File: config.mk
export PLATFORM = sky130hd
export DESIGN_NAME = encoder_length_interpolator
export DESIGN_NICKNAME = d
export VERILOG_FILES = /design/src/rtl/eli_pkg.sv /design/src/rtl/eli_div.sv /design/src/rtl/encoder_length_interpolator.sv
export SDC_FILE = /design/constraint.sdc
export NUM_CORES = 1
export LEC_CHECK = 0
export BUFFER_PORTS_ARGS = -buffer_cell sky130_fd_sc_hd__buf_2
export CAP_MARGIN = 40
export CORE_MARGIN = 2
export CORE_UTILIZATION = 64
export CTS_CLUSTER_SIZE = 12
export DETAILED_ROUTE_END_ITERATION = 10
export PLACE_DENSITY = 0.91
export SYNTH_ARGS = -nofsm -noshare
export SYNTH_HDL_FRONTEND = slang
export SYNTH_SLANG_ARGS = --single-unit
File: constraint.sdc
create_clock -name i_clk -period 8.4 [get_ports i_clk]
set_clock_uncertainty 0.2 [all_clocks]
set_input_delay 1.26 -clock i_clk [delete_from_list [all_inputs] [get_ports i_clk]]
set_output_delay 1.26 -clock i_clk [all_outputs]
set_load 0.01 [all_outputs]
File: src/rtl/eli_pkg.sv
// Shared constants, angle table and state type for the encoder length interpolator.
`timescale 1ns / 1ps

package eli_pkg;

    // Default table shape
    localparam int ELI_POINTS_DEF = 39;
    localparam int ELI_STEP_DEF   = 2000;

    // Divisor width of the shared divider (twice a 16-bit segment span)
    localparam int ELI_DVS_W = 17;

    // Configuration port
    localparam int                  ELI_ADDR_W    = 3;
    localparam logic [ELI_ADDR_W-1:0] ELI_ADDR_GEAR = 3'd0;
    localparam logic [7:0]          ELI_GEAR_RST  = 8'd70;

    // Sequencer states
    typedef enum logic [3:0] {
        ST_IDLE,
        ST_GDIV0,
        ST_GDIV,
        ST_CHK,
        ST_SCAN,
        ST_MUL,
        ST_SDIV,
        ST_SCL,
        ST_DONE
    } t_eli_state;

    // Angle at each table point; unused points read as zero
    function automatic logic [15:0] eli_angle(input logic [5:0] idx);
        logic [15:0] a;
        case (idx)
            6'd0:  a = 16'd628;
            6'd1:  a = 16'd887;
            6'd2:  a = 16'd1117;
            6'd3:  a = 16'd1564;
            6'd4:  a = 16'd1840;
            6'd5:  a = 16'd2200;
            6'd6:  a = 16'd2534;
            6'd7:  a = 16'd2797;
            6'd8:  a = 16'd3064;
            6'd9:  a = 16'd3409;
            6'd10: a = 16'd3649;
            6'd11: a = 16'd3904;
            6'd12: a = 16'd4209;
            6'd13: a = 16'd4533;
            6'd14: a = 16'd4755;
            6'd15: a = 16'd5042;
            6'd16: a = 16'd5320;
            6'd17: a = 16'd5656;
            6'd18: a = 16'd5899;
            6'd19: a = 16'd6304;
            6'd20: a = 16'd6544;
            6'd21: a = 16'd6782;
            6'd22: a = 16'd7230;
            6'd23: a = 16'd7484;
            6'd24: a = 16'd7737;
            6'd25: a = 16'd8011;
            6'd26: a = 16'd8500;
            6'd27: a = 16'd8868;
            6'd28: a = 16'd9264;
            6'd29: a = 16'd9640;
            6'd30: a = 16'd10100;
            6'd31: a = 16'd10551;
            6'd32: a = 16'd11000;
            6'd33: a = 16'd11511;
            6'd34: a = 16'd12099;
            6'd35: a = 16'd12628;
            6'd36: a = 16'd13225;
            6'd37: a = 16'd14101;
            6'd38: a = 16'd15391;
            default: a = 16'd0;
        endcase
        return a;
    endfunction

endpackage

File: src/rtl/eli_div.sv
// Shared restoring divider, one quotient bit per cycle.
`timescale 1ns / 1ps

module eli_div #(
    parameter int DVD_W = 32
) (
    input  logic                         i_clk,
    input  logic                         i_rst_n,
    input  logic                         i_start,
    input  logic [DVD_W-1:0]             i_dividend,
    input  logic [eli_pkg::ELI_DVS_W-1:0] i_divisor,
    output logic                         o_done,
    output logic [DVD_W-1:0]             o_quotient
);
    import eli_pkg::*;

    localparam int CNT_W = $clog2(DVD_W + 1);

    logic                 r_busy;
    logic                 r_done;
    logic [CNT_W-1:0]     r_cnt;
    logic [DVD_W-1:0]     r_q;
    logic [ELI_DVS_W-1:0] r_rem;
    logic [ELI_DVS_W-1:0] r_dvs;

    logic [ELI_DVS_W:0]   rem_sh;
    logic [ELI_DVS_W:0]   trial;
    logic                 ge;

    // Trial subtract of the shifted remainder
    always_comb begin
        rem_sh = {r_rem, r_q[DVD_W-1]};
        ge     = rem_sh >= {1'b0, r_dvs};
        trial  = rem_sh - {1'b0, r_dvs};
    end

    // Control: iteration count and completion pulse
    always_ff @(posedge i_clk) begin
        if (!i_rst_n) begin
            r_busy <= 1'b0;
            r_done <= 1'b0;
            r_cnt  <= '0;
        end else begin
            r_done <= r_busy && (r_cnt == CNT_W'(1)) && !i_start;
            if (i_start) begin
                r_busy <= 1'b1;
                r_cnt  <= CNT_W'(DVD_W);
            end else if (r_busy) begin
                r_cnt <= r_cnt - CNT_W'(1);
                if (r_cnt == CNT_W'(1)) begin
                    r_busy <= 1'b0;
                end
            end
        end
    end

    // Datapath: shift quotient bits in as dividend bits go out
    always_ff @(posedge i_clk) begin
        if (i_start) begin
            r_q   <= i_dividend;
            r_rem <= '0;
            r_dvs <= i_divisor;
        end else if (r_busy) begin
            r_q   <= {r_q[DVD_W-2:0], ge};
            r_rem <= ge ? trial[ELI_DVS_W-1:0] : rem_sh[ELI_DVS_W-1:0];
        end
    end

    assign o_done     = r_done;
    assign o_quotient = r_q;

endmodule

File: src/rtl/encoder_length_interpolator.sv
// Top level: encoder count accumulator and table length interpolator.
// With enable clear an accepted item goes straight to the result register. With enable set,
// an angle outside the table takes one serial divider pass (the gear division); an angle in
// segment k takes two passes of the DVD_W-bit (32 at defaults) divider and a scan up to k.
// Items are handled one at a time; a new one is accepted the cycle after the previous result loads.
// Reset (synchronous, active low) clears totals, length and handshakes; gear divisor = 70.
`timescale 1ns / 1ps

module encoder_length_interpolator #(
    parameter int TABLE_POINTS = eli_pkg::ELI_POINTS_DEF,
    parameter int SEGMENT_STEP = eli_pkg::ELI_STEP_DEF
) (
    input  logic                          i_clk,
    input  logic                          i_rst_n,
    // Input items
    input  logic                          s_axis_tvalid,
    output logic                          s_axis_tready,
    input  logic [15:0]                   s_axis_tdata,  // [15:0] encoder_reading
    input  logic [1:0]                    s_axis_tuser,  // [0] enable, [1] calibrate_zero
    // Result items
    output logic                          m_axis_tvalid,
    input  logic                          m_axis_tready,
    output logic [47:0]                   m_axis_tdata,  // [15:0] length_position,
                                                         // [47:16] accumulated_count
    output logic [0:0]                    m_axis_tuser,  // [0] computed
    // Configuration
    input  logic                          psel,
    input  logic                          penable,
    input  logic                          pwrite,
    input  logic [eli_pkg::ELI_ADDR_W-1:0] paddr,
    input  logic [31:0]                   pwdata,
    output logic [31:0]                   prdata,
    output logic                          pready
);
    import eli_pkg::*;

    localparam int IDX_W  = $clog2(TABLE_POINTS);
    localparam int STEP_W = $clog2(SEGMENT_STEP + 1);
    localparam int LEN_W  = STEP_W + IDX_W;
    localparam int NUM_W  = STEP_W + 18;
    localparam int DVD_A  = (NUM_W > 32) ? NUM_W : 32;
    localparam int DVD_W  = (DVD_A > LEN_W + 2) ? DVD_A : LEN_W + 2;

    // Reciprocal of 5 for the 4/5 scaling, exact over the whole length range
    localparam int SCL_W  = LEN_W + 2;
    localparam int SCL_SH = SCL_W + 2;
    localparam int PROD_W = LEN_W + SCL_W;
    localparam logic [SCL_W-1:0] SCL_M =
        SCL_W'(((longint'(1) << SCL_SH) + longint'(4)) / longint'(5));

    localparam logic [NUM_W-1:0] STEP_N   = NUM_W'(SEGMENT_STEP);
    localparam logic [LEN_W-1:0] STEP_L   = LEN_W'(SEGMENT_STEP);
    localparam logic [LEN_W-1:0] LEN_TOP  = LEN_W'((TABLE_POINTS - 1) * SEGMENT_STEP);
    localparam logic [15:0]      ANG_LAST = eli_angle(6'(TABLE_POINTS - 1));
    localparam logic [15:0]      ANG_FIRST = eli_angle(6'd0);

    t_eli_state r_state, n_state;

    logic [7:0]       r_gear;
    logic [15:0]      r_prev;
    logic [31:0]      r_total;
    logic [15:0]      r_last;
    logic             r_comp;
    logic             r_neg;
    logic [15:0]      r_angle;
    logic [IDX_W-1:0] r_idx;
    logic [15:0]      r_diff;
    logic [15:0]      r_span;
    logic [LEN_W-1:0] r_len;

    logic             r_o_valid;
    logic [15:0]      r_o_len;
    logic [31:0]      r_o_cnt;
    logic             r_o_comp;

    logic             in_acc;
    logic             out_load;
    logic [15:0]      delta16;
    logic [31:0]      sum_total;
    logic [15:0]      ang_cur;
    logic [15:0]      ang_prv;
    logic [15:0]      q16;
    logic [LEN_W-1:0] base;
    logic [DVD_W-1:0] base_x;
    logic [NUM_W-1:0] seg_num;
    logic [ELI_DVS_W-1:0] seg_den;
    logic [PROD_W-1:0] scl_prod;
    logic [LEN_W-1:0]  scl_len;

    logic                 div_start;
    logic [DVD_W-1:0]     div_dvd;
    logic [ELI_DVS_W-1:0] div_dvs;
    logic                 div_done;
    logic [DVD_W-1:0]     div_quot;

    eli_div #(
        .DVD_W (DVD_W)
    ) u_div (
        .i_clk      (i_clk),
        .i_rst_n    (i_rst_n),
        .i_start    (div_start),
        .i_dividend (div_dvd),
        .i_divisor  (div_dvs),
        .o_done     (div_done),
        .o_quotient (div_quot)
    );

    // Configuration register access
    assign pready = 1'b1;
    always_comb begin
        prdata = '0;
        if (paddr == ELI_ADDR_GEAR) begin
            prdata = {24'd0, r_gear};
        end
    end

    always_ff @(posedge i_clk) begin
        if (!i_rst_n) begin
            r_gear <= ELI_GEAR_RST;
        end else if (psel && penable && pwrite && pready && (paddr == ELI_ADDR_GEAR)) begin
            r_gear <= pwdata[7:0];
        end
    end

    // Handshakes
    assign s_axis_tready = (r_state == ST_IDLE);
    assign in_acc        = s_axis_tvalid && s_axis_tready;
    assign out_load      = (r_state == ST_DONE) && (!r_o_valid || m_axis_tready);

    // Count update and per-step datapath terms
    always_comb begin
        delta16   = s_axis_tdata - r_prev;
        sum_total = r_total + {{16{delta16[15]}}, delta16};
        ang_cur   = eli_angle(6'(r_idx));
        ang_prv   = eli_angle(6'(r_idx - IDX_W'(1)));
        q16       = r_neg ? (16'd0 - div_quot[15:0]) : div_quot[15:0];
        base      = LEN_W'(r_idx) * STEP_L;
        base_x    = DVD_W'(base);
        seg_num   = ((STEP_N * NUM_W'(r_diff)) << 1) + NUM_W'(r_span);
        seg_den   = (r_span == 16'd0) ? ELI_DVS_W'(2) : ELI_DVS_W'({r_span, 1'b0});
    end

    // Scale the length by 4/5 with a reciprocal multiply
    always_comb begin
        scl_prod = PROD_W'(r_len) * PROD_W'(SCL_M);
        scl_len  = scl_prod[SCL_W +: LEN_W];
    end

    // Sequencer state register
    always_ff @(posedge i_clk) begin
        if (!i_rst_n) begin
            r_state <= ST_IDLE;
        end else begin
            r_state <= n_state;
        end
    end

    // Next state and divider requests
    always_comb begin
        n_state   = r_state;
        div_start = 1'b0;
        div_dvd   = '0;
        div_dvs   = '0;
        unique case (r_state)
            ST_IDLE: begin
                if (in_acc) begin
                    n_state = s_axis_tuser[0] ? ST_GDIV0 : ST_DONE;
                end
            end
            ST_GDIV0: begin
                div_start = 1'b1;
                div_dvd   = DVD_W'(r_neg ? (32'd0 - r_total) : r_total);
                div_dvs   = (r_gear == 8'd0) ? ELI_DVS_W'(1) : ELI_DVS_W'(r_gear);
                n_state   = ST_GDIV;
            end
            ST_GDIV: begin
                if (div_done) begin
                    n_state = ST_CHK;
                end
            end
            ST_CHK: begin
                if (r_angle < ANG_FIRST || r_angle >= ANG_LAST) begin
                    n_state = ST_SCL;
                end else begin
                    n_state = ST_SCAN;
                end
            end
            ST_SCAN: begin
                if (r_angle < ang_cur) begin
                    n_state = ST_MUL;
                end
            end
            ST_MUL: begin
                div_start = 1'b1;
                div_dvd   = DVD_W'(seg_num);
                div_dvs   = seg_den;
                n_state   = ST_SDIV;
            end
            ST_SDIV: begin
                if (div_done) begin
                    n_state = ST_SCL;
                end
            end
            ST_SCL: begin
                n_state = ST_DONE;
            end
            ST_DONE: begin
                if (out_load) begin
                    n_state = ST_IDLE;
                end
            end
            default: n_state = ST_IDLE;
        endcase
    end

    // Architectural state: previous reading, total, last length
    always_ff @(posedge i_clk) begin
        if (!i_rst_n) begin
            r_prev  <= '0;
            r_total <= '0;
            r_last  <= '0;
        end else begin
            if (in_acc) begin
                r_prev <= s_axis_tdata;
                if (s_axis_tuser[0]) begin
                    r_total <= s_axis_tuser[1] ? 32'd0 : sum_total;
                end
            end
            if (r_state == ST_SCL) begin
                r_last <= 16'(scl_len);
            end
        end
    end

    // Working registers of the current item
    always_ff @(posedge i_clk) begin
        if (in_acc) begin
            r_comp <= s_axis_tuser[0];
            r_neg  <= s_axis_tuser[1] ? 1'b0 : sum_total[31];
        end
        case (r_state)
            ST_GDIV: begin
                if (div_done) begin
                    r_angle <= q16;
                    r_idx   <= IDX_W'(1);
                end
            end
            ST_CHK: begin
                // below the first point gives zero, at or past the last the top length
                r_len <= (r_angle < ANG_FIRST) ? '0 : LEN_TOP;
            end
            ST_SCAN: begin
                if (r_angle < ang_cur) begin
                    r_diff <= ang_cur - r_angle;
                    r_span <= ang_cur - ang_prv;
                end else begin
                    r_idx <= r_idx + IDX_W'(1);
                end
            end
            ST_SDIV: begin
                if (div_done) begin
                    r_len <= (div_quot <= base_x) ? LEN_W'(base_x - div_quot) : '0;
                end
            end
            default: ;
        endcase
    end

    // Output register
    always_ff @(posedge i_clk) begin
        if (!i_rst_n) begin
            r_o_valid <= 1'b0;
        end else if (out_load) begin
            r_o_valid <= 1'b1;
        end else if (m_axis_tready) begin
            r_o_valid <= 1'b0;
        end
    end

    always_ff @(posedge i_clk) begin
        if (out_load) begin
            r_o_len  <= r_last;
            r_o_cnt  <= r_total;
            r_o_comp <= r_comp;
        end
    end

    assign m_axis_tvalid = r_o_valid;
    assign m_axis_tdata  = {r_o_cnt, r_o_len};
    assign m_axis_tuser  = r_o_comp;

endmodule
==> metrics <==
outcome finished clean; Reg2Reg Launch Point r_len[9]; category of the worst setup path capture point flop; met2 demand-to-capacity share in global routing approximately 56%; CTS tree yes; reg2reg path depth 21; I/O pin count approximately 140; worst hold path startpoint r_last[8]; path class of the lowest-slack min-delay path reg -> reg; setup repair after global routing missed its margin false; pwr dens between 150 and 200 mW/mm^2; clock group share of total power 28.3%; number of clock buffers inserted by TritonCTS 34; die area around 0.044 mm^2; count of flip-flops with a built-in enable after synthesis between 150 and 200; cell leakage power between 10 and 15 nW; Final ANT Viol Nets 0; total via count in the routed design approximately 22000; Async SR Flop Fraction 0%; switching power summed over all nets around 2 mW; sequential standard cell area approximately 0.0075 mm^2; minimum setup slack among reg-to-reg paths 1.86 ns; Req. time, crit path 8.65 ns; number of diodes 0; Avg Synthesized Cell Area just over 9 um^2; flip-flop and latch count after synthesis around 290; antenna violations before repair 0; sequential share of power 32.1%; post-CTS resize count 0; total length of routed wires a little over 70 mm; number of nets in the layout 3572; final estimated routing congestion in global placement 0.959; placed inst area about 0.028 mm^2; average vias per placed instance 6.27; headroom to the max-slew limit between 30% and 40%; critical path class reg -> reg; Synth-to-Final Area Change 7.91%; internal power of the cells between 3 and 4 mW; Worst EP arrival approximately 6.8 ns; GR met1 Demand/Resource about 40%; part of the total power dissipated in combinational logic roughly two fifths; number of fill cells in the layout approximately 3000; final critical path time including I/O delays and setup roughly 6.5 ns; most common cell after layout, fill and taps aside sky130_fd_sc_hd__ha_1; slew of the pin with the lowest slew margin ~0.91 ns; initial cell density of the core 64.7%; sum of net half-perimeters after detailed placement approximately 54 mm; GRT Overall Usage approximately 32%; Max Cap Violations 0; share of the yosys chip area belonging to registers roughly 28%; global route hottest layer met2; count of TritonRoute iterations in the first routing pass 7; CTS clk-pin slew, worst paths roughly 0.060 ns; leading register cell type out of synthesis sky130_fd_sc_hd__edfxtp_1; count of endpoints failing hold in the final timing report 0; initial detailed-routing violation count 2285; fraction of final layout cells with drive strength greater than 1 6.82%; area of the mapped netlist roughly 0.027 mm^2; core region area roughly 0.042 mm^2; global-route wire length before repair about 110 mm; clock net sink count roughly 290; buffers added on ports 94; GRT met3 Usage between 4 and 5%; Final Cell Area around 0.03 mm^2; Congestion Overflow GR 0; maximum number of pins on one net before global-route repair 52; switching power share of the total between 30% and 40%; setup repair bufs after CTS 0; average detailed-routed wire length per instance roughly 20 um; total of endpoints with negative setup slack in the final report 0; highest clock rate roughly 150 MHz; worst flop-to-flop path endpoint r_last[14]; area occupied by multi-input gates ~0.018 mm^2; type of element launching the critical path flop; number of slew-limit violations in the final report 0; end point of the most critical hold path r_o_len[8]; number of hold buffers added after CTS 0; cell count of the worst hold path 0; vias in the first global route between 20000 and 25000; clock root buffer master sky130_fd_sc_hd__clkbuf_16; Setup Slack @ Placement between 1.5 and 2 ns; die outline width between 200 and 250 um; count of different cell masters after synthesis between 90 and 100; Remaining DRCs 0; worst supply voltage drop on vdd approximately 0.00012 V; CTS max path bufs 3; commonest cells after routing, fill and taps aside sky130_fd_sc_hd__ha_1, sky130_fd_sc_hd__inv_1, sky130_fd_sc_hd__nand2_1; Placement Rows 75; YS warnings 0; fin crit share between 70% and 80%; die outline height ~210 um; worst setup margin about 1.9 ns; setup TNS 0 ns; CP Max Fanout 5; instance count of the mapped netlist between 2000 and 3000; CTS H-Tree Depth 2; clock latency on the worst-skew pair roughly 0.54 ns
per-layer routing:
metal	part of all wire, %	up-vias
li1	-	10400
met1	39	10700
met2	49	1058
met3	7.6	210
met4	4.4	0
met5	0	-
critical path, stage by stage (launching register included):
cell and delay (ns):
sky130_fd_sc_hd__edfxtp_1 0.49, sky130_fd_sc_hd__inv_1 0.07, sky130_fd_sc_hd__ha_1 0.34, sky130_fd_sc_hd__fa_1 0.52, sky130_fd_sc_hd__inv_1 0.08, sky130_fd_sc_hd__fa_1 0.61, sky130_fd_sc_hd__inv_1 0.10, sky130_fd_sc_hd__fa_1 0.55
sky130_fd_sc_hd__inv_1 0.06, sky130_fd_sc_hd__fa_1 0.50, sky130_fd_sc_hd__fa_1 0.50, sky130_fd_sc_hd__ha_1 0.36, sky130_fd_sc_hd__o21a_1 0.18, sky130_fd_sc_hd__o21ai_0 0.43, sky130_fd_sc_hd__nor2_1 0.12, sky130_fd_sc_hd__o211ai_1 0.21
sky130_fd_sc_hd__o2111ai_1 0.23, sky130_fd_sc_hd__a31oi_1 0.34, sky130_fd_sc_hd__nor2b_1 0.11, sky130_fd_sc_hd__o21ai_1 0.22, sky130_fd_sc_hd__nand3_1 0.11, sky130_fd_sc_hd__o21ai_1 0.13
logic make-up after synthesis:
kind of cell,share of synthesized area [%]
muxes,1.20
other,0.0278
and+or+nand+nor,12.5
xor gates and xnor gates,6.69
DFF,27.6
adders and majority gates,28.3
buffers and inverters,6.79
AOI/OAI and AO/OA,16.9
worst max path at each step:
stage | startpoint | cells after the start | endpoint
after CTS | r_len[9] | 21 | r_last[14]
after detailed placement | s_axis_tdata[0] | 26 | r_neg
final | r_len[9] | 21 | r_last[14]
after global placement | r_idx[2] | 23 | r_len[16]
after floorplan | s_axis_tdata[1] | 19 | r_total[24]
after global routing | r_len[9] | 21 | r_last[14]
state kept, by name (all words and copies together) (netlist names), 4 cells and up:
register,count
r_gear,8
r_state,4
r_idx,6
r_span,16
u_div.r_dvs,17
r_last,16
r_o_cnt,32
u_div.r_cnt,6
u_div.o_quotient,32
r_prev,16
r_o_len,16
r_angle,16
r_len,17
r_diff,16
u_div.r_rem,17
ang_cur,14
r_total,32
stage by stage:
stage	utilization (%)	instances	power [mW]	hold WS [ns]
2_1_floorplan	-	2953	3.39	0.200
3_3_place_gp	66.7	3490	3.77	0.203
3_5_place_dp	67.0	3499	3.89	0.214
4_1_cts	69.8	3560	5.44	0.228
5_1_grt	69.8	3561	5.78	0.242
6_report	69.8	3561	5.48	0.230
layout make-up:
| class | count | share of cell area (%) |
|---|---|---|
| Multi-Input combinational cell | 2202 | 61.2 |
| Clock inverter | 14 | 0.506 |
| Clock buffer | 47 | 3.48 |
| Sequential cell | 287 | 25.5 |
| Inverter | 350 | 4.50 |
| Timing Repair Buffer | 122 | 2.45 |
| Tap cell | 539 | 2.31 |
power by group through the flow:
| stage | sequential [mW] | combinational, mW | clock (mW) |
|---|---|---|---|
| 3_3_place_gp | 1.77 | 2.00 | 0 |
| 6_report | 1.76 | 2.17 | 1.55 |
| 4_1_cts | 1.75 | 2.14 | 1.55 |
| 2_1_floorplan | 1.75 | 1.65 | 0 |
| 5_1_grt | 1.77 | 2.40 | 1.61 |
| 3_5_place_dp | 1.78 | 2.11 | 0 |
Yosys cell counts, types with 21 or more instances:
cell type | number | share of area [%]
sky130_fd_sc_hd__o211ai_1 | 24 | 0.67
sky130_fd_sc_hd__ha_1 | 354 | 16
sky130_fd_sc_hd__and3_1 | 31 | 0.72
sky130_fd_sc_hd__clkbuf_1 | 80 | 1.1
sky130_fd_sc_hd__nand2_1 | 241 | 3.3
sky130_fd_sc_hd__a22oi_1 | 36 | 1.0
sky130_fd_sc_hd__nor2_1 | 179 | 2.5
sky130_fd_sc_hd__nor3_1 | 53 | 0.98
sky130_fd_sc_hd__dfxtp_1 | 116 | 8.6
sky130_fd_sc_hd__buf_4 | 25 | 0.69
sky130_fd_sc_hd__and2_1 | 21 | 0.49
sky130_fd_sc_hd__nand2b_1 | 27 | 0.62
sky130_fd_sc_hd__nand3_1 | 50 | 0.92
sky130_fd_sc_hd__fa_1 | 161 | 12
sky130_fd_sc_hd__xnor2_1 | 123 | 4.0
sky130_fd_sc_hd__o21ai_1 | 56 | 1.0
sky130_fd_sc_hd__a31oi_1 | 21 | 0.49
sky130_fd_sc_hd__xor2_1 | 81 | 2.6
sky130_fd_sc_hd__edfxtp_1 | 171 | 19
sky130_fd_sc_hd__a21o_1 | 60 | 1.7
sky130_fd_sc_hd__a211oi_1 | 23 | 0.64
sky130_fd_sc_hd__nand4_1 | 23 | 0.53
sky130_fd_sc_hd__mux2i_1 | 28 | 1.0
sky130_fd_sc_hd__o21bai_1 | 23 | 0.64
sky130_fd_sc_hd__inv_1 | 346 | 4.8
sky130_fd_sc_hd__o21ai_0 | 112 | 2.1
sky130_fd_sc_hd__a21oi_1 | 192 | 3.6
Note: power is estimated with default switching activity, not from simulation.
